**config.mk**
```make
export PLATFORM = sky130hd
export DESIGN_NAME = stream_substring_replace_core_flat
export DESIGN_NICKNAME = d
export VERILOG_FILES = /design/src/sv/sssr_pkg.sv /design/src/sv/sssr_stream_if.sv /design/src/sv/sssr_win_cell.sv /design/src/sv/sssr_out_cell.sv /design/src/sv/stream_substring_replace_core.sv /design/src/flat_wrapper.sv
export SDC_FILE = /design/constraint.sdc
export NUM_CORES = 1
export LEC_CHECK = 0
export ABC_AREA = 1
export BUFFER_PORTS_ARGS = -buffer_cell sky130_fd_sc_hd__buf_4
export CAP_MARGIN = 10
export CORE_MARGIN = 1
export CORE_UTILIZATION = 30
export DETAILED_ROUTE_END_ITERATION = 10
export PLACE_DENSITY = 0.44
export SLEW_MARGIN = 20
export SYNTH_ARGS = -nofsm -noshare
export SYNTH_HDL_FRONTEND = slang
export SYNTH_SLANG_ARGS = --single-unit
```
**constraint.sdc**
```tcl
create_clock -name clk -period 9.7 [get_ports clk]
set_input_delay 1.94 -clock clk [delete_from_list [all_inputs] [get_ports clk]]
set_output_delay 1.94 -clock clk [all_outputs]
set_load 0.01 [all_outputs]
```
**src/sv/sssr_pkg.sv**
```systemverilog
// sssr_pkg: shared types, constants and helpers of the stream substring replace block.
// No dependencies; compile first.
package sssr_pkg;

    localparam int CHAR_W     = 16;   // width of a character on the ports
    localparam int CFG_DATA_W = 64;   // widest configuration register
    localparam int CFG_IDX_W  = 3;    // configuration register index
    localparam int LANES      = 8;    // characters per pattern/replacement register pair
    localparam int LEN_W      = 4;    // pattern/replacement length registers

    typedef enum logic [CFG_IDX_W-1:0] {
        CFG_PATTERN_LOW      = 3'd0,
        CFG_PATTERN_HIGH     = 3'd1,
        CFG_PATTERN_LENGTH   = 3'd2,
        CFG_REPLACEMENT_LOW  = 3'd3,
        CFG_REPLACEMENT_HIGH = 3'd4,
        CFG_REPLACEMENT_LEN  = 3'd5,
        CFG_REPLACE_LIMIT    = 3'd6,
        CFG_LIMIT_ENABLED    = 3'd7
    } cfg_index_t;

    // One result item as held in an output cell.
    typedef struct packed {
        logic [CHAR_W-1:0] out_char;
        logic              char_valid;
        logic              last_out;
    } out_entry_t;

    // Window cell control.
    typedef struct packed {
        logic append;   // this cell is the next free slot
        logic write;    // take the next value
    } win_ctrl_t;

    // Output cell control.
    typedef struct packed {
        logic load;     // parallel load of a new burst
        logic shift;    // take the neighbor's contents
    } out_ctrl_t;

    // Character k of a low/high register pair, char 0 in the low bits of lo.
    function automatic logic [CHAR_W-1:0] lane_char(input logic [CFG_DATA_W-1:0] lo,
                                                    input logic [CFG_DATA_W-1:0] hi,
                                                    input logic [2:0]            k);
        logic [CFG_DATA_W-1:0] w;
        w = k[2] ? hi : lo;
        return w[k[1:0]*CHAR_W +: CHAR_W];
    endfunction

endpackage

```
**src/sv/sssr_stream_if.sv**
```systemverilog
// Stream interfaces of the stream substring replace block: character input and result output.
// Depends on sssr_pkg.
interface sssr_char_if;
    logic                         valid;
    logic                         ready;
    logic [sssr_pkg::CHAR_W-1:0]  in_char;
    logic                         end_of_text;

    modport source (output valid, output in_char, output end_of_text, input ready);
    modport sink   (input valid, input in_char, input end_of_text, output ready);
endinterface

interface sssr_result_if;
    logic                         valid;
    logic                         ready;
    logic [sssr_pkg::CHAR_W-1:0]  out_char;
    logic                         char_valid;
    logic                         last_out;

    modport source (output valid, output out_char, output char_valid, output last_out,
                    input ready);
    modport sink   (input valid, input out_char, input char_valid, input last_out,
                    output ready);
endinterface

```
**src/sv/sssr_win_cell.sv**
```systemverilog
// sssr_win_cell: one character slot of the match window, with its pattern compare.
// Depends on sssr_pkg.
module sssr_win_cell #(
    parameter int W = 16
) (
    input  logic                clk,
    input  sssr_pkg::win_ctrl_t ctrl,
    input  logic [W-1:0]        append_char,
    input  logic [W-1:0]        pat_char,
    input  logic [W-1:0]        char_next,
    output logic [W-1:0]        view_char,
    output logic                eq
);

    logic [W-1:0] char_reg;

    always_ff @(posedge clk)
    begin
        if (ctrl.write)
        begin
            char_reg <= char_next;
        end
    end

    // contents as seen after this cycle's append
    assign view_char = ctrl.append ? append_char : char_reg;
    assign eq        = (view_char == pat_char);

endmodule

```
**src/sv/sssr_out_cell.sv**
```systemverilog
// sssr_out_cell: one slot of the result chain; loads in parallel, drains toward the head.
// Depends on sssr_pkg.
module sssr_out_cell (
    input  logic                 clk,
    input  logic                 rst_n,
    input  sssr_pkg::out_ctrl_t  ctrl,
    input  logic                 load_occ,
    input  sssr_pkg::out_entry_t load_entry,
    input  logic                 nbr_occ,
    input  sssr_pkg::out_entry_t nbr_entry,
    output logic                 occ,
    output sssr_pkg::out_entry_t entry
);

    logic                 occ_reg, occ_next;
    sssr_pkg::out_entry_t entry_reg, entry_next;

    always_comb
    begin
        occ_next   = occ_reg;
        entry_next = entry_reg;
        if (ctrl.load)
        begin
            occ_next   = load_occ;
            entry_next = load_entry;
        end
        else if (ctrl.shift)
        begin
            occ_next   = nbr_occ;
            entry_next = nbr_entry;
        end
    end

    always_ff @(posedge clk or negedge rst_n)
    begin
        if (!rst_n)
        begin
            occ_reg <= 1'b0;
        end
        else
        begin
            occ_reg <= occ_next;
        end
    end

    always_ff @(posedge clk)
    begin
        entry_reg <= entry_next;
    end

    assign occ   = occ_reg;
    assign entry = entry_reg;

endmodule

```
**src/sv/stream_substring_replace_core.sv**
```systemverilog
// stream_substring_replace_core: streaming find-and-replace on characters. Text enters one
// item per cycle on char_stream when ready, end_of_text on the final character; leftmost
// non-overlapping occurrences of the pattern (1..8 chars) are replaced by the replacement
// (0..8 chars), optionally at most replace_limit times per text. The window is a row of
// cells that each hold one character and compare it to their pattern character, so the
// decision for an item is made in the cycle it is accepted. Its results are loaded into a
// row of eight output cells that drain one item per cycle on result_stream when ready. An
// item is taken whenever the output row will hold nothing after the current cycle, so the
// rate is one item per cycle while each item yields at most one result and output is
// ready; one with several results (a replacement or the end-of-text flush) holds the input
// until they drain, one with none (window filling, deleted match) does not. No clearing
// pass after reset; the user must write configuration only between items (not enforced).
// Depends on sssr_pkg, sssr_stream_if, sssr_win_cell, sssr_out_cell.
module stream_substring_replace_core #(
    parameter int PATTERN_MAX     = 8,
    parameter int REPLACEMENT_MAX = 8,
    parameter int CHAR_BITS       = 16
) (
    input  logic                              clk,
    input  logic                              rst_n,
    input  logic                              cfg_write_en,
    input  logic [sssr_pkg::CFG_IDX_W-1:0]    cfg_index,
    input  logic [sssr_pkg::CFG_DATA_W-1:0]   cfg_data,
    sssr_char_if.sink                         char_stream,
    sssr_result_if.source                     result_stream
);

    localparam int LANES    = sssr_pkg::LANES;
    localparam int LEN_W    = sssr_pkg::LEN_W;
    // stored character width: port width, narrowed by CHAR_BITS
    localparam int CW       = (CHAR_BITS < sssr_pkg::CHAR_W) ? CHAR_BITS : sssr_pkg::CHAR_W;
    localparam int FILL_W   = $clog2(PATTERN_MAX + 1);
    localparam int CNT_W    = (FILL_W > LEN_W) ? FILL_W : LEN_W;
    localparam int PLEN_CAP = (PATTERN_MAX < LANES) ? PATTERN_MAX : LANES;
    localparam int RLEN_CAP = (REPLACEMENT_MAX < LANES) ? REPLACEMENT_MAX : LANES;

    // ---------------------------------------------------------------- configuration
    logic [sssr_pkg::CFG_DATA_W-1:0] pattern_low_reg, pattern_high_reg;
    logic [sssr_pkg::CFG_DATA_W-1:0] replacement_low_reg, replacement_high_reg;
    logic [LEN_W-1:0]                pattern_length_reg, replacement_length_reg;
    logic [15:0]                     replace_limit_reg;
    logic                            limit_enabled_reg;

    always_ff @(posedge clk or negedge rst_n)
    begin
        if (!rst_n)
        begin
            pattern_low_reg        <= '0;
            pattern_high_reg       <= '0;
            pattern_length_reg     <= LEN_W'(1);
            replacement_low_reg    <= '0;
            replacement_high_reg   <= '0;
            replacement_length_reg <= '0;
            replace_limit_reg      <= '0;
            limit_enabled_reg      <= 1'b0;
        end
        else if (cfg_write_en)
        begin
            case (sssr_pkg::cfg_index_t'(cfg_index))
                sssr_pkg::CFG_PATTERN_LOW:      pattern_low_reg        <= cfg_data;
                sssr_pkg::CFG_PATTERN_HIGH:     pattern_high_reg       <= cfg_data;
                sssr_pkg::CFG_PATTERN_LENGTH:   pattern_length_reg     <= cfg_data[LEN_W-1:0];
                sssr_pkg::CFG_REPLACEMENT_LOW:  replacement_low_reg    <= cfg_data;
                sssr_pkg::CFG_REPLACEMENT_HIGH: replacement_high_reg   <= cfg_data;
                sssr_pkg::CFG_REPLACEMENT_LEN:  replacement_length_reg <= cfg_data[LEN_W-1:0];
                sssr_pkg::CFG_REPLACE_LIMIT:    replace_limit_reg      <= cfg_data[15:0];
                sssr_pkg::CFG_LIMIT_ENABLED:    limit_enabled_reg      <= cfg_data[0];
                default: ;
            endcase
        end
    end

    // effective lengths: pattern clamped to 1..PLEN_CAP, replacement to 0..RLEN_CAP
    logic [LEN_W-1:0] plen_eff, rlen_eff;

    always_comb
    begin
        plen_eff = pattern_length_reg;
        if (plen_eff == '0)
        begin
            plen_eff = LEN_W'(1);
        end
        if (plen_eff > LEN_W'(PLEN_CAP))
        begin
            plen_eff = LEN_W'(PLEN_CAP);
        end
        rlen_eff = replacement_length_reg;
        if (rlen_eff > LEN_W'(RLEN_CAP))
        begin
            rlen_eff = LEN_W'(RLEN_CAP);
        end
    end

    // ---------------------------------------------------------------- handshakes
    logic             in_acc, pop;
    logic [LANES-1:0] occ_vec;

    assign in_acc = char_stream.valid && char_stream.ready;
    assign pop    = result_stream.valid && result_stream.ready;

    // take an item only if the output row is empty after this cycle
    assign char_stream.ready = !occ_vec[1] && (!occ_vec[0] || result_stream.ready);

    // ---------------------------------------------------------------- window cells
    logic [FILL_W-1:0] fill_reg, fill_next;
    logic [15:0]       done_reg, done_next;
    logic [CW-1:0]     in_masked;
    logic [CW-1:0]     view      [PATTERN_MAX];
    logic [CW-1:0]     pat_char  [PATTERN_MAX];
    logic [CW-1:0]     win_next  [PATTERN_MAX];
    logic [PATTERN_MAX-1:0] eq;

    assign in_masked = char_stream.in_char[CW-1:0];

    for (genvar i = 0; i < PATTERN_MAX; i++)
    begin : g_win
        sssr_pkg::win_ctrl_t     wctrl;
        logic [sssr_pkg::CHAR_W-1:0] lane_full;

        if (i < LANES)
        begin : g_lane
            assign lane_full = sssr_pkg::lane_char(pattern_low_reg, pattern_high_reg, 3'(i));
        end
        else
        begin : g_nolane
            assign lane_full = '0;
        end

        assign pat_char[i]  = lane_full[CW-1:0];
        assign wctrl.append = (fill_reg == FILL_W'(i));
        assign wctrl.write  = in_acc;

        sssr_win_cell #(
            .W (CW)
        ) u_cell (
            .clk         (clk),
            .ctrl        (wctrl),
            .append_char (in_masked),
            .pat_char    (pat_char[i]),
            .char_next   (win_next[i]),
            .view_char   (view[i]),
            .eq          (eq[i])
        );
    end

    // ---------------------------------------------------------------- decision
    logic [CNT_W-1:0] fill_app, plen_c;
    logic             last_in, decide, allowed, all_eq, match;

    assign last_in  = char_stream.end_of_text;
    assign fill_app = CNT_W'(fill_reg) + CNT_W'(fill_reg < FILL_W'(PATTERN_MAX));
    assign plen_c   = CNT_W'(plen_eff);
    assign decide   = last_in ? (fill_app == plen_c) : (fill_app >= plen_c);
    assign allowed  = !(limit_enabled_reg && (done_reg >= replace_limit_reg));

    always_comb
    begin
        all_eq = 1'b1;
        for (int k = 0; k < PLEN_CAP; k++)
        begin
            if ((LEN_W'(k) < plen_eff) && !eq[k])
            begin
                all_eq = 1'b0;
            end
        end
    end

    assign match = decide && allowed && all_eq;

    // window shift: by pattern length on a match, by one on a plain decision
    always_comb
    begin
        for (int i = 0; i < PATTERN_MAX; i++)
        begin
            win_next[i] = view[i];
            if (match)
            begin
                for (int j = 1; j <= PLEN_CAP; j++)
                begin
                    if ((plen_eff == LEN_W'(j)) && (i + j < PATTERN_MAX))
                    begin
                        win_next[i] = view[i + j];
                    end
                end
            end
            else if (decide && (i + 1 < PATTERN_MAX))
            begin
                win_next[i] = view[i + 1];
            end
        end
    end

    always_comb
    begin
        fill_next = fill_reg;
        done_next = done_reg;
        if (in_acc)
        begin
            if (last_in)
            begin
                fill_next = '0;
                done_next = '0;
            end
            else
            begin
                if (match)
                begin
                    fill_next = FILL_W'(fill_app - plen_c);
                    if (done_reg != 16'hFFFF)
                    begin
                        done_next = done_reg + 16'd1;
                    end
                end
                else if (decide)
                begin
                    fill_next = FILL_W'(fill_app - CNT_W'(1));
                end
                else
                begin
                    fill_next = FILL_W'(fill_app);
                end
            end
        end
    end

    always_ff @(posedge clk or negedge rst_n)
    begin
        if (!rst_n)
        begin
            fill_reg <= '0;
            done_reg <= '0;
        end
        else
        begin
            fill_reg <= fill_next;
            done_reg <= done_next;
        end
    end

    // ---------------------------------------------------------------- result burst
    sssr_pkg::out_entry_t burst [LANES];
    logic [LEN_W-1:0]     burst_cnt;

    always_comb
    begin
        logic [sssr_pkg::CHAR_W-1:0] rch;
        for (int k = 0; k < LANES; k++)
        begin
            rch = sssr_pkg::lane_char(replacement_low_reg, replacement_high_reg, 3'(k));
            burst[k].char_valid = 1'b1;
            burst[k].last_out   = 1'b0;
            if (match)
            begin
                burst[k].out_char = sssr_pkg::CHAR_W'(rch[CW-1:0]);
            end
            else if (k < PATTERN_MAX)
            begin
                burst[k].out_char = sssr_pkg::CHAR_W'(view[k]);
            end
            else
            begin
                burst[k].out_char = '0;
            end
        end

        if (match)
        begin
            burst_cnt = rlen_eff;
        end
        else if (last_in)
        begin
            // flush of the whole window, at most one row of results
            burst_cnt = (fill_app > CNT_W'(LANES)) ? LEN_W'(LANES) : LEN_W'(fill_app);
        end
        else
        begin
            burst_cnt = LEN_W'(decide);
        end

        // end of text with nothing to say: one end-only marker
        if (last_in && (burst_cnt == '0))
        begin
            burst_cnt           = LEN_W'(1);
            burst[0].out_char   = '0;
            burst[0].char_valid = 1'b0;
        end

        for (int k = 0; k < LANES; k++)
        begin
            if (last_in && (LEN_W'(k + 1) == burst_cnt))
            begin
                burst[k].last_out = 1'b1;
            end
        end
    end

    // ---------------------------------------------------------------- output cells
    sssr_pkg::out_entry_t entry [LANES];
    sssr_pkg::out_ctrl_t  octrl;

    assign octrl.load  = in_acc;
    assign octrl.shift = pop;

    for (genvar k = 0; k < LANES; k++)
    begin : g_out
        logic                 nbr_occ;
        sssr_pkg::out_entry_t nbr_entry;

        if (k + 1 < LANES)
        begin : g_mid
            assign nbr_occ   = occ_vec[k + 1];
            assign nbr_entry = entry[k + 1];
        end
        else
        begin : g_tail
            assign nbr_occ   = 1'b0;
            assign nbr_entry = '0;
        end

        sssr_out_cell u_cell (
            .clk        (clk),
            .rst_n      (rst_n),
            .ctrl       (octrl),
            .load_occ   (LEN_W'(k) < burst_cnt),
            .load_entry (burst[k]),
            .nbr_occ    (nbr_occ),
            .nbr_entry  (nbr_entry),
            .occ        (occ_vec[k]),
            .entry      (entry[k])
        );
    end

    assign result_stream.valid      = occ_vec[0];
    assign result_stream.out_char   = entry[0].out_char;
    assign result_stream.char_valid = entry[0].char_valid;
    assign result_stream.last_out   = entry[0].last_out;

    // ---------------------------------------------------------------- checks
`ifndef SYNTHESIS
    // occupied output cells always form a run from the head
    a_occ_prefix: assert property (@(posedge clk) disable iff (!rst_n)
        ((occ_vec + 1'b1) & occ_vec) == '0)
        else $error("output cells not contiguous");

    // a window never fills completely between items
    a_fill_bound: assert property (@(posedge clk) disable iff (!rst_n)
        fill_reg < FILL_W'(PATTERN_MAX))
        else $error("window fill out of range");

    // end of text always produces a result and returns the state to empty
    a_eot_flush: assert property (@(posedge clk) disable iff (!rst_n)
        (in_acc && last_in) |=> (occ_vec[0] && (fill_reg == '0) && (done_reg == '0)))
        else $error("end of text not flushed");

    // the final result of a text is the last occupied cell
    a_last_tail: assert property (@(posedge clk) disable iff (!rst_n)
        (occ_vec[0] && entry[0].last_out) |-> !occ_vec[1])
        else $error("results queued behind last_out");
`endif

endmodule
```
**src/flat_wrapper.sv**
```systemverilog
// flat-port wrapper written by rule: the top's interface ports become plain ports
module stream_substring_replace_core_flat 
#(
    parameter int PATTERN_MAX     = 8,
    parameter int REPLACEMENT_MAX = 8,
    parameter int CHAR_BITS       = 16
)
  (clk, rst_n, cfg_write_en, cfg_index, cfg_data, char_stream_valid, char_stream_in_char, char_stream_end_of_text, char_stream_ready, result_stream_valid, result_stream_out_char, result_stream_char_valid, result_stream_last_out, result_stream_ready);
  sssr_char_if char_stream_i ();
  sssr_result_if result_stream_i ();
  input  logic clk;
  input  logic rst_n;
  input  logic cfg_write_en;
  input  logic [sssr_pkg::CFG_IDX_W-1:0] cfg_index;
  input  logic [sssr_pkg::CFG_DATA_W-1:0] cfg_data;
  input wire logic [$bits(char_stream_i.valid)-1:0] char_stream_valid;
  input wire logic [$bits(char_stream_i.in_char)-1:0] char_stream_in_char;
  input wire logic [$bits(char_stream_i.end_of_text)-1:0] char_stream_end_of_text;
  output wire logic [$bits(char_stream_i.ready)-1:0] char_stream_ready;
  output wire logic [$bits(result_stream_i.valid)-1:0] result_stream_valid;
  output wire logic [$bits(result_stream_i.out_char)-1:0] result_stream_out_char;
  output wire logic [$bits(result_stream_i.char_valid)-1:0] result_stream_char_valid;
  output wire logic [$bits(result_stream_i.last_out)-1:0] result_stream_last_out;
  input wire logic [$bits(result_stream_i.ready)-1:0] result_stream_ready;
  assign char_stream_i.valid = char_stream_valid;
  assign char_stream_i.in_char = char_stream_in_char;
  assign char_stream_i.end_of_text = char_stream_end_of_text;
  assign char_stream_ready = char_stream_i.ready;
  assign result_stream_valid = result_stream_i.valid;
  assign result_stream_out_char = result_stream_i.out_char;
  assign result_stream_char_valid = result_stream_i.char_valid;
  assign result_stream_last_out = result_stream_i.last_out;
  assign result_stream_i.ready = result_stream_ready;
  stream_substring_replace_core #(.PATTERN_MAX(PATTERN_MAX), .REPLACEMENT_MAX(REPLACEMENT_MAX), .CHAR_BITS(CHAR_BITS)) u_core (.clk(clk), .rst_n(rst_n), .cfg_write_en(cfg_write_en), .cfg_index(cfg_index), .cfg_data(cfg_data), .char_stream(char_stream_i), .result_stream(result_stream_i));
endmodule
```
==> impl_results.md <==
- Status: finished, final reports clean
- RSZ-0062 raised after global routing: no
- Slew @ Worst Pin: 1120 ps
- CP Class: flop to flop
- Largest net degree at the start of global routing: 153
- Total CTS buffers: 75
- Port bufs: 108
- Total leakage power: 17.9 nW
- Total die area: 0.118 mm2
- Final Max Slew Viols: 0
- Synth Cell Area: 0.0351 mm2
- Root Driver: clkbuf_16
- Clock slew at reported path FFs: 60 ps
- Vias: 34100
- Slew HR: 24.3%
- Power Density: 353 mW/mm2
- Total gr overflow: 0
- Drt pass-1 iters: 8
- Die Span X: 344 um
- Die Ht: 344 um
- WL/cell: 25.8 um
- 1st-iter DRT viols: 4476
- Worst vdd rail ir drop: 0.000291 V
- Vias in the first global route: 30800
- Initial antenna violation count: 14
- Nets@finish: 4838
- Sequential share of the synthesized area: 45.1%
- Hold slack final: 464 ps
- Final min period: 6400 ps
- WP data arrival: 6770 ps
- Period utilization: 66.0%
- Post-synth EDFFs: 265
- Post-CTS Setup Repair Bufs: 0
- Share of cells above drive strength 1: 7.61%
- Final antenna-violating net count: 0
- Final hold violation count: 0
- Dpl cell area: 0.0372 mm2
- Crit end category: flop
- H-tree depth: 3
- DRC: 0
- Syn Nets: 4879
- Fmax: 156 MHz
- Clk Latency, worst-skew pair: 650 ps
- Max Cap Viol: 0
- Final WL: 163000 um
- Setup crit start kind: flop
- Largest register FFs: 144
- GP Congestion: 0.933
- Crit-path max FO: 80
- Clock sink count: 581
- DR vias/cell: 5.40
- Core area: 0.116 mm2
- Hold Crit Class: flop to flop
- Synth unique cells: 52
- #FFs+latches synth: 581
- Tot GR Track Use: 27.1%
- Share of the core filled with cells: 34.3%
- Dominant synthesized flop cell: dfrtp_1
- Fraction of registers with async set or reset after synthesis: 53.2%
- Final instance area: 0.0398 mm2
- Ports: 109
- Synthesized instance count: 4764
- # setup viols final: 0
- DP HPWL: 109000 um
- Clock skew: 34.6 ps
- Syn Area/Cell: 7.36 um2
- Cts hold-fix bufs: 0
- Post-CTS sizing: 0
- First-pass GRT wire length: 231000 um
- Fillers: 12500
- Required time of the worst setup path: 10060 ps
- Area added between synthesis and finish: 13.5%
- CTS Buffer Depth: 3
- TNS Setup: 0 ps
- CTS tree: done
- Starting Density: 30.2%
- YS warnings: 0
- Row count: 125
[where the power goes]
part / total, mW / internal, mW / switching (mW) / leakage, nW
combinational: 6.94 / 1.97 / 4.96 / 10.1
clock: 2.99 / 1.80 / 1.19 / 1.25
sequential: 4.14 / 3.70 / 0.436 / 6.53
total: 14.1 / 7.48 / 6.59 / 17.9
[critical path, stage by stage, from the launching register on]
cell and delay [ps]:
dfrtp_1 480, inv_2 90, nor2_4 740, buf_4 500, nand2_2 300, buf_4 340
nand2_1 120, nand2_1 200, nand2_1 120, nand2_1 50, nor2_1 220, nand2_1 200
nor2_1 150, nand2_1 70, nand2_1 50, nand2_1 50, inv_1 50, nand3_1 210
nand2_2 240, nand2_8 340, inv_4 690, buf_4 390, nor2_1 170, a21oi_1 200
o21ai_1 100
[layer usage]
metal	global-route usage, %	wire length, um
met4	9.15	5960
met2	41.0	70300
met3	4.90	13500
met1	38.8	72700
met5	0	51
[logic make-up after synthesis]
kind of cell / synth area share [%]
compound gates: 21.5
mux: 0.0285
fa+ha+maj: 0.949
flops: 45.1
buf+inv: 8.83
simple gates: 23.2
xor+xnor: 0.325
[placed cells by master, fill, tap and decap left out, types with 7 or more instances in the layout]
master,n
clkinv_2,16
ha_1,25
nand4_1,11
inv_1,476
nor2_1,254
nand3b_1,42
nor3_1,14
xor2_1,8
a221oi_1,15
o22ai_1,47
a21oi_1,144
dfrtp_1,308
clkbuf_1,15
a211oi_1,15
o31ai_1,15
o21ai_0,830
dfxtp_1,7
a31oi_1,19
nor2_4,9
bufinv_16,11
o211ai_1,147
a22oi_1,7
clkbuf_16,78
nand2_2,17
nand3_1,226
inv_2,10
o21ai_1,61
buf_4,175
nand2_1,1405
edfxtp_1,265
o221ai_1,35
[stage by stage]
| step | cells | worst slack, ps | power [mW] |
|---|---|---|---|
| finish | 6310 | 3300 | 14.1 |
| global route | 6308 | 3100 | 15.0 |
| CTS | 6307 | 3460 | 14.0 |
| detailed placement | 6170 | 3470 | 11.0 |
| global placement | 6170 | 3460 | 11.0 |
| floorplan | 4764 | 2450 | 8.47 |
[Yosys cell counts, types with 8 or more instances]
cell type | count | share of area [%]
a211oi_1 | 15 | 0.32
a21oi_1 | 144 | 2.1
a221oi_1 | 15 | 0.37
a31oi_1 | 19 | 0.34
buf_1 | 15 | 0.16
buf_2 | 51 | 0.73
buf_4 | 10 | 0.21
clkbuf_1 | 217 | 2.3
dfrtp_1 | 308 | 22
edfxtp_1 | 265 | 23
ha_1 | 25 | 0.89
inv_1 | 481 | 5.1
inv_2 | 9 | 0.096
nand2_1 | 1413 | 15
nand2_2 | 14 | 0.25
nand3_1 | 227 | 3.2
nand3b_1 | 42 | 0.90
nand4_1 | 11 | 0.20
nor2_1 | 260 | 2.8
nor3_1 | 14 | 0.20
o211ai_1 | 147 | 3.1
o21ai_0 | 830 | 12
o21ai_1 | 61 | 0.87
o221ai_1 | 35 | 0.87
o22ai_1 | 47 | 0.84
o31ai_1 | 15 | 0.32
xor2_1 | 8 | 0.20
[final cells by class]
type	count	area (um2)	share of cell area (%)
antenna	3	7.51	0.0189
clock buffer	97	2060	5.18
clock inverter	40	502	1.26
inverter	493	1870	4.69
multi-input combinational	3393	16300	40.8
sequential	581	15800	39.8
tap	1524	1910	4.79
timing repair buffer	179	1380	3.47
[final timing paths]
path,slack [ps],to,cells after the start,startpoint
min in group asynchronous,1240,u_core.replacement_high_reg[18],1,rst_n
hold / removal,460,u_core.g_out[4].u_cell.entry[1],2,u_core.g_out[4].u_cell.entry[1]
max in group asynchronous,6470,u_core.replacement_high_reg[40],3,rst_n
setup reg to reg,3300,u_core.g_out[0].u_cell.entry[9],24,u_core.fill_reg[2]
setup / recovery,3300,u_core.g_out[0].u_cell.entry[9],24,u_core.fill_reg[2]
hold reg to reg,460,u_core.g_out[4].u_cell.entry[1],2,u_core.g_out[4].u_cell.entry[1]
Note: power is estimated with default switching activity, not from simulation.
